==> config.mk <==
export PLATFORM = sky130hd
export DESIGN_NAME = lms_window
export DESIGN_NICKNAME = d
export VERILOG_FILES = /design/src/hdl/lms_pkg.sv /design/src/hdl/lms_window.sv
export SDC_FILE = /design/constraint.sdc
export NUM_CORES = 1
export LEC_CHECK = 0
export ABC_AREA = 1
export BUFFER_PORTS_ARGS = -buffer_cell sky130_fd_sc_hd__buf_4
export CAP_MARGIN = 20
export CORE_MARGIN = 2
export CORE_UTILIZATION = 55
export DETAILED_ROUTE_END_ITERATION = 10
export PLACE_DENSITY = 0.91
export SETUP_SLACK_MARGIN = 0.02
export SLEW_MARGIN = 20
export SYNTH_ARGS = -nofsm -noshare
export SYNTH_HDL_FRONTEND = slang
export SYNTH_SLANG_ARGS = --single-unit
==> constraint.sdc <==
create_clock -name clk -period 5.8 [get_ports clk]
set_input_delay 0.87 -clock clk [delete_from_list [all_inputs] [get_ports clk]]
set_output_delay 0.87 -clock clk [all_outputs]
set_load 0.01 [all_outputs]
==> src/hdl/lms_pkg.sv <==
package lms_pkg;

  localparam int MAX_COLUMNS = 1024;
  localparam int MAX_ROWS    = 1024;
  localparam int SAMPLE_W    = 16;
  localparam int COL_W       = $clog2(MAX_COLUMNS);
  localparam int ROW_W       = $clog2(MAX_ROWS) + 1;
  localparam int CFG_W       = 11;
  localparam int CFG_IDX_W   = 1;
  localparam int LINE_W      = 2 * SAMPLE_W;
  localparam int IN_DATA_W   = 16;
  localparam int OUT_DATA_W  = 40;
  localparam int FIFO_DEPTH  = 4;
  localparam int PTR_W       = $clog2(FIFO_DEPTH);
  localparam int CNT_W       = PTR_W + 1;

  localparam logic [CFG_IDX_W-1:0] REG_ROW_COUNT    = CFG_IDX_W'(0);
  localparam logic [CFG_IDX_W-1:0] REG_COLUMN_COUNT = CFG_IDX_W'(1);

  // Neighbour offsets, clockwise from the upper left.
  localparam int OFF_ROW [8] = '{-1, -1, -1, 0, 1, 1, 1, 0};
  localparam int OFF_COL [8] = '{-1, 0, 1, 1, 1, 0, -1, -1};

  typedef logic signed [SAMPLE_W-1:0] sample_t;

  typedef struct packed {
    logic [9:0] row_index;
    logic [9:0] column_index;
    sample_t    sample_out;
    logic       is_local_min;
    logic       frame_last;
  } result_t;

  // Control from the read-modify-write stage to the window.
  typedef struct packed {
    logic             step;
    logic             clear;
    logic [9:0]       row_index;
    logic [COL_W-1:0] col;
    logic             flushing;
    logic             up_ok;
    logic             down_ok;
    logic             left0_ok;
    logic             left1_ok;
  } win_ctrl_t;

  // Clamp a register value to 1..hi.
  function automatic logic [CFG_W-1:0] clamp_cfg(input logic [CFG_W-1:0] v,
                                                 input logic [CFG_W-1:0] hi);
    logic [CFG_W-1:0] r;
    r = v;
    if (v == '0) r = CFG_W'(1);
    else if (v > hi) r = hi;
    return r;
  endfunction

endpackage

==> src/hdl/lms_window.sv <==
module lms_window (
  input  logic                  clk,
  input  logic                  rst_n,
  input  lms_pkg::win_ctrl_t    ctrl,
  input  lms_pkg::sample_t      top,
  input  lms_pkg::sample_t      mid,
  input  lms_pkg::sample_t      bot,
  output lms_pkg::result_t      res0,
  output lms_pkg::result_t      res1
);

  lms_pkg::sample_t win_r   [0:2][0:2];
  lms_pkg::sample_t win_nxt [0:2][0:2];
  logic             smaller0;
  logic             smaller1;

  always_comb begin
    int  dr;
    int  dc;
    int  wc;
    logic ok;
    for (int i = 0; i < 3; i++) begin
      win_nxt[i][0] = win_r[i][1];
      win_nxt[i][1] = win_r[i][2];
    end
    win_nxt[0][2] = top;
    win_nxt[1][2] = mid;
    win_nxt[2][2] = bot;
    smaller0 = 1'b0;
    smaller1 = 1'b0;
    for (int k = 0; k < 8; k++) begin
      dr = lms_pkg::OFF_ROW[k];
      dc = lms_pkg::OFF_COL[k];
      // Inner column: the right neighbour always lies inside the row.
      ok = 1'b1;
      if (dr < 0 && !ctrl.up_ok) ok = 1'b0;
      if (dr > 0 && !ctrl.down_ok) ok = 1'b0;
      if (dc < 0 && !ctrl.left0_ok) ok = 1'b0;
      if (ok && (win_nxt[1 + dr][1 + dc] < win_nxt[1][1])) smaller0 = 1'b1;
      // Last column of the row: no right neighbour.
      ok = 1'b1;
      if (dr < 0 && !ctrl.up_ok) ok = 1'b0;
      if (dr > 0 && !ctrl.down_ok) ok = 1'b0;
      if (dc < 0 && !ctrl.left1_ok) ok = 1'b0;
      if (dc > 0) ok = 1'b0;
      wc = (dc > 0) ? 2 : 2 + dc;
      if (ok && (win_nxt[1 + dr][wc] < win_nxt[1][2])) smaller1 = 1'b1;
    end
  end

  always_ff @(posedge clk) begin
    if (!rst_n || ctrl.clear) begin
      for (int i = 0; i < 3; i++) begin
        for (int j = 0; j < 3; j++) begin
          win_r[i][j] <= '0;
        end
      end
    end else if (ctrl.step) begin
      win_r <= win_nxt;
    end
  end

  always_comb begin
    res0.row_index    = ctrl.row_index;
    res0.column_index = ctrl.col - lms_pkg::COL_W'(1);
    res0.sample_out   = win_nxt[1][1];
    res0.is_local_min = !smaller0;
    res0.frame_last   = 1'b0;
    res1.row_index    = ctrl.row_index;
    res1.column_index = ctrl.col;
    res1.sample_out   = win_nxt[1][2];
    res1.is_local_min = !smaller1;
    res1.frame_last   = ctrl.flushing;
  end

endmodule

==> results of run 1 <==
-- through the flow --
step	total power (W)	setup slack (ns)	instances	hold WS [ns]
final	0.001801	1.960	1354	0.4658
after global routing	0.001890	1.838	1354	0.4798
after CTS	0.001795	2.051	1353	0.4667
after detailed placement	0.001142	2.127	1337	0.4565
after global placement	0.001124	2.176	1337	0.4479
after floorplan	0.001015	2.720	1128	0.4378
-- final timing paths --
| check | from | slack, ns | endpoint |
|---|---|---|---|
| setup reg to reg | res0[15] | 4.67 | win_nxt[93] |
| hold reg to reg | win_nxt[129] | 0.47 | win_nxt[129] |
| setup / recovery | mid[15] | 1.96 | res0[1] |
| hold / removal | win_nxt[129] | 0.47 | win_nxt[129] |
-- routing by layer --
layer | global-route usage, % | part of all wire (%) | wire length (um)
met5 | 0 | 0 | 0
met2 | 45.16 | 48 | 10140
met4 | 10.47 | 3.2 | 675
met3 | 4.843 | 7.5 | 1582
met1 | 32.98 | 41 | 8702
-- where the power goes --
group          leakage, nW  internal (W)  switching [W]
clock network        0.158      0.000388       0.000271
logic                 3.58      0.000181       0.000264
registers            0.780      0.000677      0.0000192
total                 4.52       0.00125       0.000555
-- worst min-delay path, cell delays in order (launching register included) --
cell and delay (ns):
dfxtp_1 0.31, nand2_1 0.06, a21oi_1 0.05
-- area by class of cell --
| type | count | area [sq um] | share of cell area, % |
|---|---|---|---|
| Clock buffer | 10 | 239.0 | 2.632 |
| Tap cell | 184 | 230.2 | 2.536 |
| Sequential cell | 96 | 1922 | 21.17 |
| Multi-Input combinational cell | 846 | 5335 | 58.77 |
| Inverter | 91 | 341.6 | 3.762 |
| Clock inverter | 6 | 82.58 | 0.9096 |
| Timing Repair Buffer | 121 | 928.4 | 10.23 |
-- sequential cells by signal, indices dropped and copies added (netlist names) --
signal and cells:
win_nxt 80, res0 16
-- kinds of logic after synthesis --
group	after synthesis	share of synthesized area (%)
buffers and inverters	186	11.54
and+or+nand+nor	432	21.31
adders and majority gates	182	27.79
other	1	0.04576
DFF	96	23.45
xor gates and xnor gates	8	0.8550
AOI/OAI and AO/OA	223	15.01
-- synth_stat cells, drive strengths merged, types with 3 or more instances --
master,number
dfxtp,96
xnor2,3
o21ai,31
o21a,7
nand2,294
xor2,5
nand3b,11
clkbuf,25
nor3,11
nand3,33
buf,70
a21oi,147
nand4,8
a211oi,35
ha,182
inv,91
nor2,73
-- placed cells by master (no fill, tap or decap), types with 3 or more instances in the layout --
master / count
o21a_1: 7
nor2_1: 73
xnor2_1: 3
a211oi_1: 35
dfxtp_1: 96
nand3b_1: 11
nand3_1: 33
clkbuf_16: 9
ha_1: 182
buf_4: 120
clkinv_2: 3
nand2_1: 292
inv_1: 89
a21oi_1: 147
xor2_1: 5
o21ai_0: 29
nand4_1: 8
nor3_1: 11
==> metrics.md, run 1 <==
| Metric | Value |
|---|---|
| Outcome | `finished, final reports clean` |
| CTS Root Cell | `clkbuf_16` |
| Antenna violations before repair | `0` |
| Worst-skew pair later-pin latency | `0.35 ns` |
| Crit path buf inv count | `4` |
| Synth Cell Area | `8195 sq um` |
| CTS tree | `built` |
| Final Hold Fails | `0` |
| Detailed-placement wirelength estimate | `15500 um` |
| Largest net degree at the start of global routing | `110` |
| DP Area | `8730 sq um` |
| Critical Path Most Common Cell | `nand2_1` |
| Final period util | `66.21%` |
| Worst endpoint data arrival time | `2.97 ns` |
| Antenna diodes | `0` |
| Sequential area share after synthesis | `23.45%` |
| CTS max path bufs | `2` |
| Clock Sinks | `96` |
| WL final | `21100 um` |
| CP startpoint kind | `primary input` |
| Hold Path Depth | `2` |
| Buffers on Ports | `119` |
| CTS HTree Levels | `3` |
| Mean post-synth cell area | `7.265 sq um` |
| DR iter-0 viols | `612` |
| Worst Clk Skew | `0.003893 ns` |
| Final setup viols | `0` |
| Main synth FF type | `dfxtp_1` |
| DIE WIDTH | `126.1 um` |
| Ranking of synthesized cells by area | `ha_1 28%, dfxtp_1 23%, nand2_1 13%` |
| Nets | `1424` |
| Top Ports | `153` |
| Yosys cell types | `26` |
| DR WL/cell | `15.58 um` |
| Vias per cell | `5.759` |
| Slowest CP cell | `ha_1` |
| CTS Buf Count | `9` |
| Min cycle time layout | `3.840 ns` |
| Hold Crit Class | `reg -> reg` |
| Worst Path Required | `4.93 ns` |
| Yosys top cell by area | `ha_1` |
| Lkg Pwr | `4.520 nW` |
| Fillers | `1255` |
| Share of the synthesized area in the top cell type | `27.79%` |
| Die height | `126.1 um` |
| Design Area, Final | `9079 sq um` |
| Post-Route Utilization | `62.47%` |
| DRT antenna net count | `0` |
| DR pass1 iterations | `5` |
| Area Growth Syn to Fin | `10.78%` |
| Starting density of the core | `56.39%` |
| CTS resizes | `0` |
| PwrDens | `198.4 nW/um^2` |
| Global placer's final weighted congestion | `0.9714` |
| Final setup TNS | `0 ns` |
| Worst slew pin tran | `1.089 ns` |
| YS warnings | `0` |
| Worst-path fanout max | `6` |
| Post-Syn Instances | `1128` |
| # rows | `44` |
| Share of cells above drive strength 1 | `12.05%` |
| Max incr delay on CP | `0.40 ns` |
| EDFF count, synth | `0` |
| Kind of critical path | `in -> out` |
| Cts hold-fix bufs | `0` |
| Synthesized Nets | `1387` |
| Post-synthesis sequential element count | `96` |
| R2R depth | `2` |
| Fin. max-slew vios | `0` |
| Max VDD drop | `0.0001610 V` |
| Global-route wire length before repair | `34550 um` |
| Top delay family on crit path | `simple AND/OR/NAND/NOR gates` |
| Fmax achieved | `260.4 MHz` |
| Total congestion overflow | `0` |
| Post-route DRC | `0` |
| Setup bufs post-CTS | `0` |
| Total GRT Usage | `26.44%` |
| Core Footprint | `14530 sq um` |
| Crit path cell chain | `buf_4, inv_1, ha_1, nand2_1, inv_1, nand3_1, nor2_1, nand2_1, nand2_1, nand2_1, nand3_1, nand2_1, nor2_1, nand3_1, nor2_1, buf_4` |
| Vias | `7798` |
| Clk slew on worst S/H paths | `0.06 ns` |
| Unrepaired setup endpoints after global routing | `no` |
| Die ar. | `15890 sq um` |
| Max-cap viol count | `0` |
| Stages on worst setup path | `16` |
| Critical path capture point type | `output port` |
| Vias in the first global route | `7374` |
| Worst slew margin | `27.40%` |
| Async set-reset flop share out of synthesis | `0%` |
Power figures use the tool's default switching activity.
==> inputs of run 2 (changes only) <==
Settings changed: CORE_UTILIZATION 55 to 52, PLACE_DENSITY 0.91 to 0.9.
Clock period 5.8 ns to 3.5 ns, I/O delays scaled along.
==> metrics.md, run 2 (synthesis results as in run 1) <==
| Metric | Value |
|---|---|
| Kind of critical path | `reg -> out` |
| Buffers on Ports | `119` |
| R2R depth | `3` |
| Clock Sinks | `96` |
| Footprint of the multi-input gates | `5335 sq um` |
| Hold Path Depth | `3` |
| Total congestion overflow | `0` |
| Fillers | `1375` |
| DRT antenna net count | `0` |
| Total GRT Usage | `25.22%` |
| Die ar. | `16780 sq um` |
| Area Growth Syn to Fin | `10.85%` |
| Design Area, Final | `9085 sq um` |
| Final setup viols | `0` |
| Most frequent cells in the layout | `292 x nand2_1, 182 x ha_1, 147 x a21oi_1, 121 x buf_4, 96 x dfxtp_1` |
| Clk slew on worst S/H paths | `0.07 ns` |
| Worst endpoint data arrival time | `2.72 ns` |
| Unrepaired setup endpoints after global routing | `no` |
| DR WL/cell | `15.32 um` |
| DR iter-0 viols | `514` |
| Worst-path fanout max | `8` |
| R2R Path Start | `res0[11]` |
| Grt met3 use | `4.789%` |
| CTS tree | `built` |
| Reg-to-reg slack, setup | `2.29 ns` |
| Post-route DRC | `0` |
| Most common cell after layout, fill and taps aside | `nand2_1` |
| Worst Hold Path EP | `win_nxt[112]` |
| Global placer's final weighted congestion | `0.9700` |
| Core Footprint | `15310 sq um` |
| # rows | `45` |
| Nets | `1425` |
| Final Hold Fails | `0` |
| Vias in the first global route | `7116` |
| Fin. max-slew vios | `0` |
| CP startpoint kind | `flip-flop` |
| Worst Clk Skew | `0.008013 ns` |
| Lkg Pwr | `4.505 nW` |
| Final setup TNS | `0 ns` |
| CTS HTree Levels | `3` |
| Detailed-placement wirelength estimate | `15690 um` |
| Met1 Use GR | `30.75%` |
| Outcome | `finished, final reports clean` |
| Share of cells above drive strength 1 | `12.04%` |
| R2r endpoint | `win_nxt[89]` |
| Hold_sp | `top[0]` |
| Die height | `129.5 um` |
| Vias | `7659` |
| Critical path capture point type | `output port` |
| Global-route wire length before repair | `33690 um` |
| Hold Crit Class | `in -> reg` |
| Worst Path Required | `2.97 ns` |
| Worst slew margin | `26.75%` |
| Worst-skew pair later-pin latency | `0.36 ns` |
| GR peak layer | `met2` |
| Starting density of the core | `53.51%` |
| Antenna violations before repair | `0` |
| Vias per cell | `5.542` |
| Max-cap viol count | `0` |
| Grt met2 use | `44.46%` |
| CTS Root Cell | `clkbuf_16` |
| Largest net degree at the start of global routing | `97` |
| Fmax achieved | `308.5 MHz` |
| Worst slew pin tran | `1.099 ns` |
| CTS Buf Count | `9` |
| CTS max path bufs | `2` |
| PwrDens | `318.0 nW/um^2` |
| Top Ports | `153` |
| Storage cell area | `1922 sq um` |
| Antenna diodes | `0` |
| DP Area | `8763 sq um` |
| DR pass1 iterations | `5` |
| Min cycle time layout | `3.241 ns` |
| Max reg flops | `80` |
| DIE WIDTH | `129.5 um` |
| Cts hold-fix bufs | `0` |
| WL final | `21180 um` |
| Final period util | `92.61%` |
| Max VDD drop | `0.0002584 V` |
==> run 2: layout make-up <==
cell class	count	share of cell area, %
Multi-Input combinational cell	846	58.72
Sequential cell	96	21.15
Timing Repair Buffer	122	10.22
Inverter	91	3.801
Tap cell	211	2.906
Clock buffer	11	2.562
Clock inverter	5	0.6335
==> run 2: per-layer routing <==
metal  share of wire (%)  wire length, um
met2                  48            10190
met4                 2.5              539
met5                   0                0
met3                 7.1             1502
met1                  42             8943
==> run 2: worst max-delay path by stage <==
stage | from | endpoint | slack, ns
2_1_floorplan | mid[5] | res1[1] | 1.11
3_3_place_gp | mid[15] | res0[1] | 0.56
3_5_place_dp | mid[15] | res0[1] | 0.52
4_1_cts | res0[15] | res0[1] | 0.33
5_1_grt | res0[13] | res0[1] | 0.04
6_report | res0[13] | res0[1] | 0.26
==> run 2: report_power, final <==
group | leakage, nW | switching [W] | internal (W)
Sequential | 0.780 | 0.0000318 | 0.00112
Clock | 0.143 | 0.000442 | 0.000555
Combinational | 3.58 | 0.000438 | 0.000301
==> run 2: critical path, stage by stage, from the launching register on <==
cell     delay (ns)
dfxtp_1        0.41
inv_1          0.25
ha_1           0.38
nand2_1        0.08
o21ai_0        0.24
a21oi_1        0.12
nand2_1        0.09
nand2_1        0.05
nand3_1        0.09
nand2_1        0.06
nor2_1         0.14
nand3_1        0.09
nor2_1         0.19
buf_4          0.16
==> run 2: per-stage QoR <==
stage	hold slack (ns)	worst slack (ns)	util (%)	std cells	total power, W
final	0.4465	0.2585	59.32	1382	0.002889
after global routing	0.4510	0.04126	59.32	1382	0.003039
after CTS	0.4410	0.3250	59.12	1380	0.002886
after detailed placement	0.4575	0.5232	57.22	1364	0.001897
after global placement	0.4479	0.5612	57.22	1364	0.001864
after floorplan	0.4378	1.110	-	1128	0.001682
==> run 2: repair_timing <==
action / in CTS / in global routing
buffers inserted: 0 / 1
setup endpoints to repair: 0 / 1
gates resized for setup: 0 / 1
