## src/hdl/lms_pkg.sv

```systemverilog
package lms_pkg;

  localparam int MAX_COLUMNS = 1024;
  localparam int MAX_ROWS    = 1024;
  localparam int SAMPLE_W    = 16;
  localparam int COL_W       = $clog2(MAX_COLUMNS);
  localparam int ROW_W       = $clog2(MAX_ROWS) + 1;
  localparam int CFG_W       = 11;
  localparam int CFG_IDX_W   = 1;
  localparam int LINE_W      = 2 * SAMPLE_W;
  localparam int IN_DATA_W   = 16;
  localparam int OUT_DATA_W  = 40;
  localparam int FIFO_DEPTH  = 4;
  localparam int PTR_W       = $clog2(FIFO_DEPTH);
  localparam int CNT_W       = PTR_W + 1;

  localparam logic [CFG_IDX_W-1:0] REG_ROW_COUNT    = CFG_IDX_W'(0);
  localparam logic [CFG_IDX_W-1:0] REG_COLUMN_COUNT = CFG_IDX_W'(1);

  // Neighbour offsets, clockwise from the upper left.
  localparam int OFF_ROW [8] = '{-1, -1, -1, 0, 1, 1, 1, 0};
  localparam int OFF_COL [8] = '{-1, 0, 1, 1, 1, 0, -1, -1};

  typedef logic signed [SAMPLE_W-1:0] sample_t;

  typedef struct packed {
    logic [9:0] row_index;
    logic [9:0] column_index;
    sample_t    sample_out;
    logic       is_local_min;
    logic       frame_last;
  } result_t;

  // Control from the read-modify-write stage to the window.
  typedef struct packed {
    logic             step;
    logic             clear;
    logic [9:0]       row_index;
    logic [COL_W-1:0] col;
    logic             flushing;
    logic             up_ok;
    logic             down_ok;
    logic             left0_ok;
    logic             left1_ok;
  } win_ctrl_t;

  // Clamp a register value to 1..hi.
  function automatic logic [CFG_W-1:0] clamp_cfg(input logic [CFG_W-1:0] v,
                                                 input logic [CFG_W-1:0] hi);
    logic [CFG_W-1:0] r;
    r = v;
    if (v == '0) r = CFG_W'(1);
    else if (v > hi) r = hi;
    return r;
  endfunction

endpackage

```

## src/hdl/lms_result_fifo.sv

```systemverilog
module lms_result_fifo (
  input  logic                        clk,
  input  logic                        rst_n,
  input  logic                        push_a,
  input  lms_pkg::result_t            data_a,
  input  logic                        push_b,
  input  lms_pkg::result_t            data_b,
  output logic [lms_pkg::CNT_W-1:0]   free_cnt,
  output logic                        head_valid,
  output lms_pkg::result_t            head,
  input  logic                        pop
);

  lms_pkg::result_t           q_r [0:lms_pkg::FIFO_DEPTH-1];
  logic [lms_pkg::PTR_W-1:0]  wr_ptr_r, wr_ptr_nxt;
  logic [lms_pkg::PTR_W-1:0]  rd_ptr_r, rd_ptr_nxt;
  logic [lms_pkg::CNT_W-1:0]  count_r, count_nxt;
  logic [lms_pkg::CNT_W-1:0]  n_push;
  logic                       do_pop;
  lms_pkg::result_t           first;

  assign n_push     = lms_pkg::CNT_W'(push_a) + lms_pkg::CNT_W'(push_b);
  assign head_valid = (count_r != '0);
  assign head       = q_r[rd_ptr_r];
  assign do_pop     = pop && head_valid;
  assign free_cnt   = lms_pkg::CNT_W'(lms_pkg::FIFO_DEPTH) - count_r;
  assign first      = push_a ? data_a : data_b;

  assign wr_ptr_nxt = wr_ptr_r + n_push[lms_pkg::PTR_W-1:0];
  assign rd_ptr_nxt = rd_ptr_r + lms_pkg::PTR_W'(do_pop);
  assign count_nxt  = count_r + n_push - lms_pkg::CNT_W'(do_pop);

  always_ff @(posedge clk) begin
    if (n_push != '0) begin
      q_r[wr_ptr_r] <= first;
    end
    if (push_a && push_b) begin
      q_r[wr_ptr_r + lms_pkg::PTR_W'(1)] <= data_b;
    end
  end

  always_ff @(posedge clk) begin
    if (!rst_n) begin
      wr_ptr_r <= '0;
      rd_ptr_r <= '0;
      count_r  <= '0;
    end else begin
      wr_ptr_r <= wr_ptr_nxt;
      rd_ptr_r <= rd_ptr_nxt;
      count_r  <= count_nxt;
    end
  end

  a_no_overflow: assert property (@(posedge clk) disable iff (!rst_n)
    n_push <= free_cnt)
    else $error("result queue pushed beyond its free space");

  a_count_bound: assert property (@(posedge clk) disable iff (!rst_n)
    count_r <= lms_pkg::CNT_W'(lms_pkg::FIFO_DEPTH))
    else $error("result queue count out of range");

endmodule

```

## config.mk

```make
export PLATFORM = sky130hd
export DESIGN_NAME = lms_result_fifo
export DESIGN_NICKNAME = d
export VERILOG_FILES = /design/src/hdl/lms_pkg.sv /design/src/hdl/lms_result_fifo.sv
export SDC_FILE = /design/constraint.sdc
export NUM_CORES = 1
export LEC_CHECK = 0
export BUFFER_PORTS_ARGS = -buffer_cell sky130_fd_sc_hd__buf_4
export CORE_AREA = 2 2 129 131
export CTS_CLUSTER_DIAMETER = 200
export CTS_CLUSTER_SIZE = 20
export DETAILED_ROUTE_END_ITERATION = 16
export DIE_AREA = 0 0 131 133
export PLACE_DENSITY = 0.72
export SLEW_MARGIN = 20
export SYNTH_ARGS = -nofsm -noshare
export SYNTH_HDL_FRONTEND = slang
export SYNTH_SLANG_ARGS = --single-unit
```

## constraint.sdc

```tcl
create_clock -name clk -period 13.2 [get_ports clk]
set_clock_uncertainty 0.15 [all_clocks]
set_input_delay 2.64 -clock clk [delete_from_list [all_inputs] [get_ports clk]]
set_output_delay 2.64 -clock clk [all_outputs]
set_load 0.02 [all_outputs]
```

==> impl_metrics.yaml, run 1 <==
status:
  outcome: "finished, final reports clean"
cts:
  holdBufCountCts: 0
  cts_repair_resize_count: 0
  htree_levels: 4
  clock_latency_ns: 0.42
  clock_sinks: 159
  cts.root.buffer_cell: "clkbuf_16"
  cts_made_buffers: 17
  clockBufferDepth: 2
  path_clk_slew_ns: 0.06
  cts_setup_buffers: 0
  cts_tree: "built"
logic_synthesis:
  ys_ff_latch: 159
  yosysSeqAreaShare: 0.611
  ys_types: 26
  synth_ff_type: "edfxtp_1"
  synth_fp_nets: 574
  synth_cells: 485
  postSynthAreaPerCell_um2: 15.9
  syn-cell-area_um2: 7690
  synthArstFlopShare: 0
  yosysWarnings: 0
  synth_edf_count: 152
floorplanning:
  die_area_um2: 17400
  die_y_um: 133
  rows: 47
  core_region_area_um2: 16200
  start_util: 0.476
  die_w_um: 131
  ios: 123
route:
  vias: 4983
  drc: 0
  drt_iter0_drc: 550
  dr.pass1.iters: 5
  wl_per_cell_um: 23.3
  drtAntennaViolNets: 0
  vias_per_cell: 6.12
  wl_um: 19000
placed_design:
  routabilityCongestion: 0.732
  dpl_worst_slack_ns: 7.25
  place_area_um2: 8670
  numPortBuffers: 122
  dp_cells: 781
  post-dp-hpwl_um: 10700
final_layout:
  final_cell_mix: "o2bb2ai_1 (152), edfxtp_1 (152), buf_4 (125), nand2_1 (38), mux4_2 (38)"
  utilization: 0.575
  fin_nets: 670
  antenna_cells: 0
  fin_area_um2: 9300
  syn2layout_area_growth_pct: 20.8
  final_cells: 814
  drive_gt1_frac: 0.347
worst_hold_path:
  hp-class: "reg2reg"
critical_path:
  cp_max_fo: 44
  arrival_ns: 5.67
  crit_type: "in2reg"
  end_kind: "register"
  start_kind: "primary input"
  cp.required_ns: 13.30
grt:
  gr-total-overflow: 0
  grt_usage: 0.225
  grt_start_max_net_pins: 45
  antenna_found_initial: 0
  grt_pass1_wl_um: 29000
  grt_pass1_vias: 5288
run:
  maxCapViolations: 0
sta:
  hold_viol: 0
  tightest_slew_ns: 1.10
  relSlewSlack: 0.268
  setup_viol: 0
  min_period_ns: 5.57
  finalCritPeriodShare: 0.422
  fmax_mhz: 179
  tns_ns: 0
  rsz0062_at_grt: "no"
  drv_slew: 0
  layout_setup_ws_ns: 7.63
power_and_ir_drop:
  peakVddDrop_uv: 137
  p_per_area_nw_per_um2: 182
  total_leakage_power_nw: 3.20
## sequential cells by signal, summed over array words and instances (netlist names)
register	flops
count_r	3
q_r	152
wr_ptr_r	2
rd_ptr_r	2
## metrics by stage
stage               total power [mW]  hold WS, ns
finish                          1.69        0.490
global placement                1.19        0.447
global route                    1.76        0.543
floorplan                       1.01        0.424
detailed placement              1.20        0.473
CTS                             1.70        0.497
## Yosys cell counts (2+ instances only)
| library cell | count | area share |
|---|---|---|
| nand2b_1 | 4 | 0.0033 |
| buf_4 | 6 | 0.0059 |
| a211oi_1 | 2 | 0.0020 |
| mux4_2 | 38 | 0.11 |
| nor2_1 | 3 | 0.0015 |
| buf_6 | 7 | 0.010 |
| and2_1 | 6 | 0.0049 |
| clkbuf_1 | 14 | 0.0068 |
| dfxtp_1 | 7 | 0.018 |
| nand2_1 | 38 | 0.019 |
| o2bb2ai_1 | 152 | 0.17 |
| buf_2 | 21 | 0.014 |
| edfxtp_1 | 152 | 0.59 |
| xnor2_1 | 6 | 0.0068 |
| a21o_1 | 2 | 0.0020 |
| and3b_1 | 2 | 0.0023 |
| ha_1 | 7 | 0.011 |
| inv_1 | 10 | 0.0049 |
## worst paths after layout
check,endpoint,slack [ns],cells past startpoint,from
worst max-delay path,q_r[0][12]$_DFFE_PP_,7.63,5,push_a
worst min-delay path,count_r[0]$_SDFF_PN0_,0.49,2,count_r[0]$_SDFF_PN0_
worst max register to register,q_r[0][12]$_DFFE_PP_,10.12,3,wr_ptr_r[0]$_SDFF_PN0_
worst min register to register,count_r[0]$_SDFF_PN0_,0.49,2,count_r[0]$_SDFF_PN0_
## critical path: stages
cell	delay [ns]
buf_4	0.49
ha_1	0.39
and3_2	0.90
nand2b_2	1.00
o2bb2ai_1	0.21
## metal layers
layer  routed length, µm  global-route usage
met1                7590               0.293
met3                1440              0.0514
met4                 272              0.0644
met5                   0                   0
met2                9670               0.380
## cell families (layout without fill, tap and decap cells)
family / Yosys count / in the layout / share of synthesized area
fa+ha+maj: 8 / 8 / 0.0140
buf+inv: 59 / 168 / 0.0421
xor+xnor: 7 / 7 / 0.00797
compound gates: 156 / 156 / 0.177
mux: 38 / 38 / 0.111
simple gates: 58 / 58 / 0.0364
flops: 159 / 159 / 0.611
## cell type report
| cell class | count | area [µm²] |
|---|---|---|
| clock buffer | 21 | 440 |
| clock inverter | 11 | 165 |
| fill | 1239 | 6880 |
| inverter | 10 | 37.5 |
| multi-input combinational | 267 | 2710 |
| sequential | 159 | 4710 |
| tap | 220 | 275 |
| timing repair buffer | 126 | 953 |
## power by group
part           switching (mW)  total, mW  internal (mW)
Clock                   0.190      0.505          0.315
Combinational           0.245      0.476          0.230
Sequential             0.0612      0.708          0.647
Note: power is estimated with default switching activity, not from simulation.
==> inputs of run 2 (changes only) <==
==> constraint.sdc (replaced) <==
create_clock -name clk -period 5.3 [get_ports clk]
set_clock_uncertainty 0.15 [all_clocks]
set_input_delay 1.06 -clock clk [delete_from_list [all_inputs] [get_ports clk]]
set_output_delay 1.06 -clock clk [all_outputs]
set_load 0.02 [all_outputs]
==> impl_metrics.yaml, run 2 (synthesis gave the netlist of run 1 again) <==
route:
  wl_per_cell_um: 23.5
  drtAntennaViolNets: 0
  drt_iter0_drc: 554
  wl_um: 19200
  vias_per_cell: 6.17
  drc: 0
  vias: 5038
  dr.pass1.iters: 5
critical_path:
  r2r_slack_ns: 2.72
  cp.required_ns: 5.18
  crit_chain: "buf_4, ha_1, and3_2, a21o_2"
  end_kind: "register"
  crit_type: "in2reg"
  start_kind: "primary input"
  slowest_stage: "a21o_2"
  cp_top_family: "compound AO/OA/AOI/OAI gates"
  arrival_ns: 3.38
  worst-path-buf-inv: 1
  cp_max_fo: 44
  max_stage_delay_ns: 0.86
floorplanning:
  die_area_um2: 17400
  core_region_area_um2: 16200
  die_w_um: 131
  die_y_um: 133
  ios: 123
  start_util: 0.476
  rows: 47
sta:
  hold_viol: 0
  tightest_slew_ns: 1.10
  rsz0062_at_grt: "no"
  min_period_ns: 3.50
  fmax_mhz: 286
  relSlewSlack: 0.266
  setup_viol: 0
  drv_slew: 0
  finalCritPeriodShare: 0.661
  tns_ns: 0
final_layout:
  fin_nets: 673
  utilization: 0.577
  syn2layout_area_growth_pct: 21.3
  reg_top3: "q_r (152), count_r (3)"
  num-fill-cells: 1278
  fin_area_um2: 9340
  drive_gt1_frac: 0.350
  top_register: "q_r"
  largest_reg_flops: 152
  final_cell_mix: "o2bb2ai_1 (152), edfxtp_1 (152), buf_4 (126), nand2_1 (38), mux4_2 (38)"
  antenna_cells: 0
grt:
  grt_usage: 0.229
  grt_start_max_net_pins: 45
  antenna_found_initial: 0
  gr-total-overflow: 0
  grt_pass1_wl_um: 30000
  grt_pass1_vias: 5320
power_and_ir_drop:
  p_per_area_nw_per_um2: 449
  total_leakage_power_nw: 3.22
  peakVddDrop_uv: 452
cts:
  cts_setup_buffers: 0
  holdBufCountCts: 0
  clock_sinks: 159
  cts_made_buffers: 17
  cts.root.buffer_cell: "clkbuf_16"
  cts_repair_resize_count: 0
  clock_latency_ns: 0.41
  path_clk_slew_ns: 0.06
  clockBufferDepth: 2
  cts_tree: "built"
  htree_levels: 4
worst_hold_path:
  hp-class: "reg2reg"
placed_design:
  numPortBuffers: 122
  place_area_um2: 8740
  routabilityCongestion: 0.771
  post-dp-hpwl_um: 10700
run:
  maxCapViolations: 0
status:
  outcome: "finished, final reports clean"
run 2: changes by cell type in the layout (fill, tap and decap cells not counted), moves of 3 or more:
cell      delta
buf_12       +3
clkbuf_1     -4
clkinv_1     +4
clkinv_2     -3
clkinv_4     +5
run 2: power by group:
| group | leakage (nW) | switching [mW] | internal (mW) |
|---|---|---|---|
| Sequential | 1.50 | 0.138 | 1.61 |
| Combinational | 1.44 | 0.632 | 0.582 |
| Clock | 0.279 | 0.489 | 0.737 |
run 2: metal layers:
metal | share of wire | vias to the layer above | GRT usage
met3 | 0.081 | 18 | 0.0473
met2 | 0.50 | 253 | 0.368
li1 | - | 2224 | -
met1 | 0.41 | 2543 | 0.323
met4 | 0.0098 | 0 | 0.0556
met5 | 0 | - | 0
run 2: cell type report:
| type | count | area [µm²] | area share |
|---|---|---|---|
| clock buffers | 17 | 425 | 0.0456 |
| well taps | 220 | 275 | 0.0295 |
| multi-input cells | 267 | 2710 | 0.290 |
| flip-flops and latches | 159 | 4710 | 0.504 |
| clock inverters | 15 | 171 | 0.0184 |
| repair buffers | 129 | 1010 | 0.108 |
| inverters | 10 | 37.5 | 0.00402 |
run 2: worst paths after layout:
| kind | to | cells past startpoint | start |
|---|---|---|---|
| worst min-delay path | count_r[0]$_SDFF_PN0_ | 2 | count_r[0]$_SDFF_PN0_ |
| worst max register to register | q_r[0][8]$_DFFE_PP_ | 2 | wr_ptr_r[0]$_SDFF_PN0_ |
| worst max-delay path | q_r[0][8]$_DFFE_PP_ | 4 | push_a |
| worst min register to register | count_r[0]$_SDFF_PN0_ | 2 | count_r[0]$_SDFF_PN0_ |
run 2: stage by stage:
step / power (mW) / std cells / hold slack, ns / worst slack (ns)
finish: 4.19 / 817 / 0.465 / 1.80
detailed placement: 3.00 / 785 / 0.451 / 1.38
global placement: 2.98 / 784 / 0.448 / 1.45
floorplan: 2.52 / 485 / 0.424 / 0.0843
CTS: 4.21 / 817 / 0.474 / 1.82
global route: 4.35 / 817 / 0.542 / 1.63
run 2: worst register-to-register path, stage by stage, from the launching register on:
cell and delay, ns:
dfxtp_1 0.59, and3_2 0.57, a21o_2 0.86
==> inputs of run 3 (changes only) <==
--- a/config.mk
+++ b/config.mk
@@ -5,12 +5,13 @@
 export SDC_FILE = /design/constraint.sdc
 export NUM_CORES = 1
 export LEC_CHECK = 0
+export ABC_AREA = 1
 export BUFFER_PORTS_ARGS = -buffer_cell sky130_fd_sc_hd__buf_4
-export CORE_AREA = 2 2 129 131
+export CORE_AREA = 2 2 134 136
 export CTS_CLUSTER_DIAMETER = 200
 export CTS_CLUSTER_SIZE = 20
 export DETAILED_ROUTE_END_ITERATION = 16
-export DIE_AREA = 0 0 131 133
+export DIE_AREA = 0 0 136 138
 export PLACE_DENSITY = 0.72
 export SLEW_MARGIN = 20
 export SYNTH_ARGS = -nofsm -noshare
==> constraint.sdc (replaced) <==
create_clock -name clk -period 3.6 [get_ports clk]
set_clock_uncertainty 0.15 [all_clocks]
set_input_delay 0.72 -clock clk [delete_from_list [all_inputs] [get_ports clk]]
set_output_delay 0.72 -clock clk [all_outputs]
set_load 0.02 [all_outputs]
==> impl_metrics.yaml, run 3 <==
status:
  outcome: "finished, final reports clean"
sta:
  tightest_slew_ns: 0.912
  finalCritPeriodShare: 0.864
  relSlewSlack: 0.392
  drv_slew: 0
  setup_viol: 0
  hold_viol: 0
  fmax_mhz: 322
  min_period_ns: 3.11
  layout_setup_ws_ns: 0.491
  rsz0062_at_grt: "no"
grt:
  grt_pass1_wl_um: 32100
  grt_usage: 0.220
  grt_start_max_net_pins: 79
  gr-total-overflow: 0
  antenna_found_initial: 0
  grt_pass1_vias: 6486
final_layout:
  fin_nets: 1121
  drive_gt1_frac: 0.193
  syn2layout_area_growth_pct: 18.4
  final_cell_mix: "o21ai_0 (212), nand2_1 (205), edfxtp_1 (152), buf_4 (141), nor2_1 (120)"
  final_common_cell: "o21ai_0"
  antenna_cells: 0
  reg_top3: "q_r (152), count_r (3)"
  top_register: "q_r"
  num-fill-cells: 1578
  largest_reg_flops: 152
critical_path:
  rr_endpoint: "count_r[2]$_SDFF_PN0_"
  slowest_stage: "buf_4"
  max_stage_delay_ns: 0.72
  crit_type: "reg2out"
  cp-startpoint: "rd_ptr_r[0]$_SDFF_PN0_"
  r2r_slack_ns: 1.33
  cp_max_fo: 78
  crit_chain: "buf_4, nor2_1, nor2_1, o21ai_0, o21ai_0, buf_4"
  arrival_ns: 2.24
  r2r_start: "count_r[0]$_SDFF_PN0_"
  crit_path_end: "head[32]"
  start_kind: "register"
  cp.required_ns: 2.73
  rr_worst_depth: 11
  end_kind: "output pin"
route:
  drtAntennaViolNets: 0
  drc: 0
  vias_per_cell: 5.32
  vias: 6778
  wl_per_cell_um: 15.9
  wl_um: 20300
  dr.pass1.iters: 5
  drt_iter0_drc: 455
power_and_ir_drop:
  peakVddDrop_uv: 384
  p_per_area_nw_per_um2: 593
  total_leakage_power_nw: 4.15
  total_power_mw: 5.90
placed_design:
  dpl_worst_slack_ns: 0.736
  post-dp-hpwl_um: 12600
  routabilityCongestion: 0.780
  numPortBuffers: 122
logic_synthesis:
  synthTopCellsByCount: "o21ai_0 (212), nand2_1 (205), edfxtp_1 (152)"
  synth_cells: 934
  synthArstFlopShare: 0
  synth_top_cell_by_area: "edfxtp_1"
  synth_fp_nets: 1023
  yosysSeqAreaShare: 0.560
  synth_edf_count: 152
  synth_ff_type: "edfxtp_1"
  ys_ff_latch: 159
  yosysWarnings: 0
  synth_top_area_share: 0.543
  ys_types: 24
  syn-cell-area_um2: 8400
  postSynthAreaPerCell_um2: 9.00
  synth_area_leaders: "edfxtp_1 (54%), o21ai_0 (13%), nand2_1 (9.2%)"
  post-synth-top-count-cell: "o21ai_0"
cts:
  cts_made_buffers: 17
  clockBufferDepth: 2
  cts_setup_buffers: 0
  clock_latency_ns: 0.42
  cts_repair_resize_count: 0
  cts_tree: "built"
  path_clk_slew_ns: 0.06
  clock_sinks: 159
  holdBufCountCts: 0
  cts.root.buffer_cell: "clkbuf_16"
  htree_levels: 4
worst_hold_path:
  hp-class: "reg2reg"
  hp-start: "rd_ptr_r[1]$_SDFF_PN0_"
  holdPathStages: 3
floorplanning:
  rows: 49
  die_y_um: 138
  die_area_um2: 18800
  core_region_area_um2: 17500
  ios: 123
  die_w_um: 136
  start_util: 0.479
run:
  maxCapViolations: 0
[run 3: cell count changes in the layout (fill, tap and decap cells not counted), sizes merged, moves of 16 or more]
| cell | before | now |
|---|---|---|
| buf | 129 | 145 |
| o21ai | 0 | 304 |
| inv | 10 | 59 |
| nor2 | 3 | 120 |
| mux4 | 38 | 0 |
| nand2 | 38 | 205 |
| o2bb2ai | 152 | 0 |
[run 3: worst max-delay path, delay by kind of cell (launching register included)]
kind	cells	cell delay, ns
buf+inv	2	0.95
simple gates	2	0.24
flops	1	0.33
compound gates	2	0.30
[run 3: worst min-delay path by stage]
stage | to
finish | rd_ptr_r[1]$_SDFF_PN0_
global placement | rd_ptr_r[1]$_SDFF_PN0_
global route | wr_ptr_r[0]$_SDFF_PN0_
detailed placement | rd_ptr_r[1]$_SDFF_PN0_
floorplan | rd_ptr_r[1]$_SDFF_PN0_
CTS | wr_ptr_r[0]$_SDFF_PN0_
[run 3: kinds of logic (layout without fill, tap and decap cells)]
group                    Yosys count  after routing  share of synthesized area
AND/OR/NAND/NOR                  331            331                      0.151
AO/OA/AOI/OAI                    310            310                      0.195
flip-flops                       159            159                      0.560
buffers and inverters            125            235                     0.0803
adder cells (fa/ha/maj)            8              8                     0.0128
XOR/XNOR                           1              1                    0.00104
[run 3: layout make-up]
class / count / area (µm²) / share of cell area
clock buffer: 23 / 448 / 0.0450
tap: 229 / 287 / 0.0288
sequential: 159 / 4710 / 0.473
multi-input combinational: 650 / 3080 / 0.309
clock inverter: 8 / 67.6 / 0.00679
timing repair buffer: 145 / 1140 / 0.114
inverter: 59 / 221 / 0.0223
[run 3: metrics by stage]
stage          hold WS, ns  instances  instance area [µm²]   util  TNS, ns
6_report             0.390       1273                 9950  0.567        0
5_1_grt              0.410       1273                 9950  0.567        0
4_1_cts              0.386       1273                 9950  0.567        0
3_5_place_dp         0.386       1242                 9430  0.538        0
3_3_place_gp         0.366       1242                 9430  0.538        0
2_1_floorplan        0.341        934                 8430      -    -5.82
[run 3: layer usage]
layer	share of wire	GRT usage	vias to the layer above	routed length [µm]
met2	0.49	0.363	257	9900
met1	0.42	0.286	3105	8600
met4	0.015	0.0740	0	306
met5	0	0	-	0
met3	0.071	0.0499	27	1450
li1	-	-	3389	-
[run 3: report_power, final]
part | internal [mW] | leakage (nW) | switching [mW] | total (mW)
clock | 0.937 | 0.246 | 0.679 | 1.62
sequential | 2.32 | 1.50 | 0.0629 | 2.38
combinational | 0.680 | 2.40 | 1.22 | 1.90
total | 3.94 | 4.15 | 1.96 | 5.90
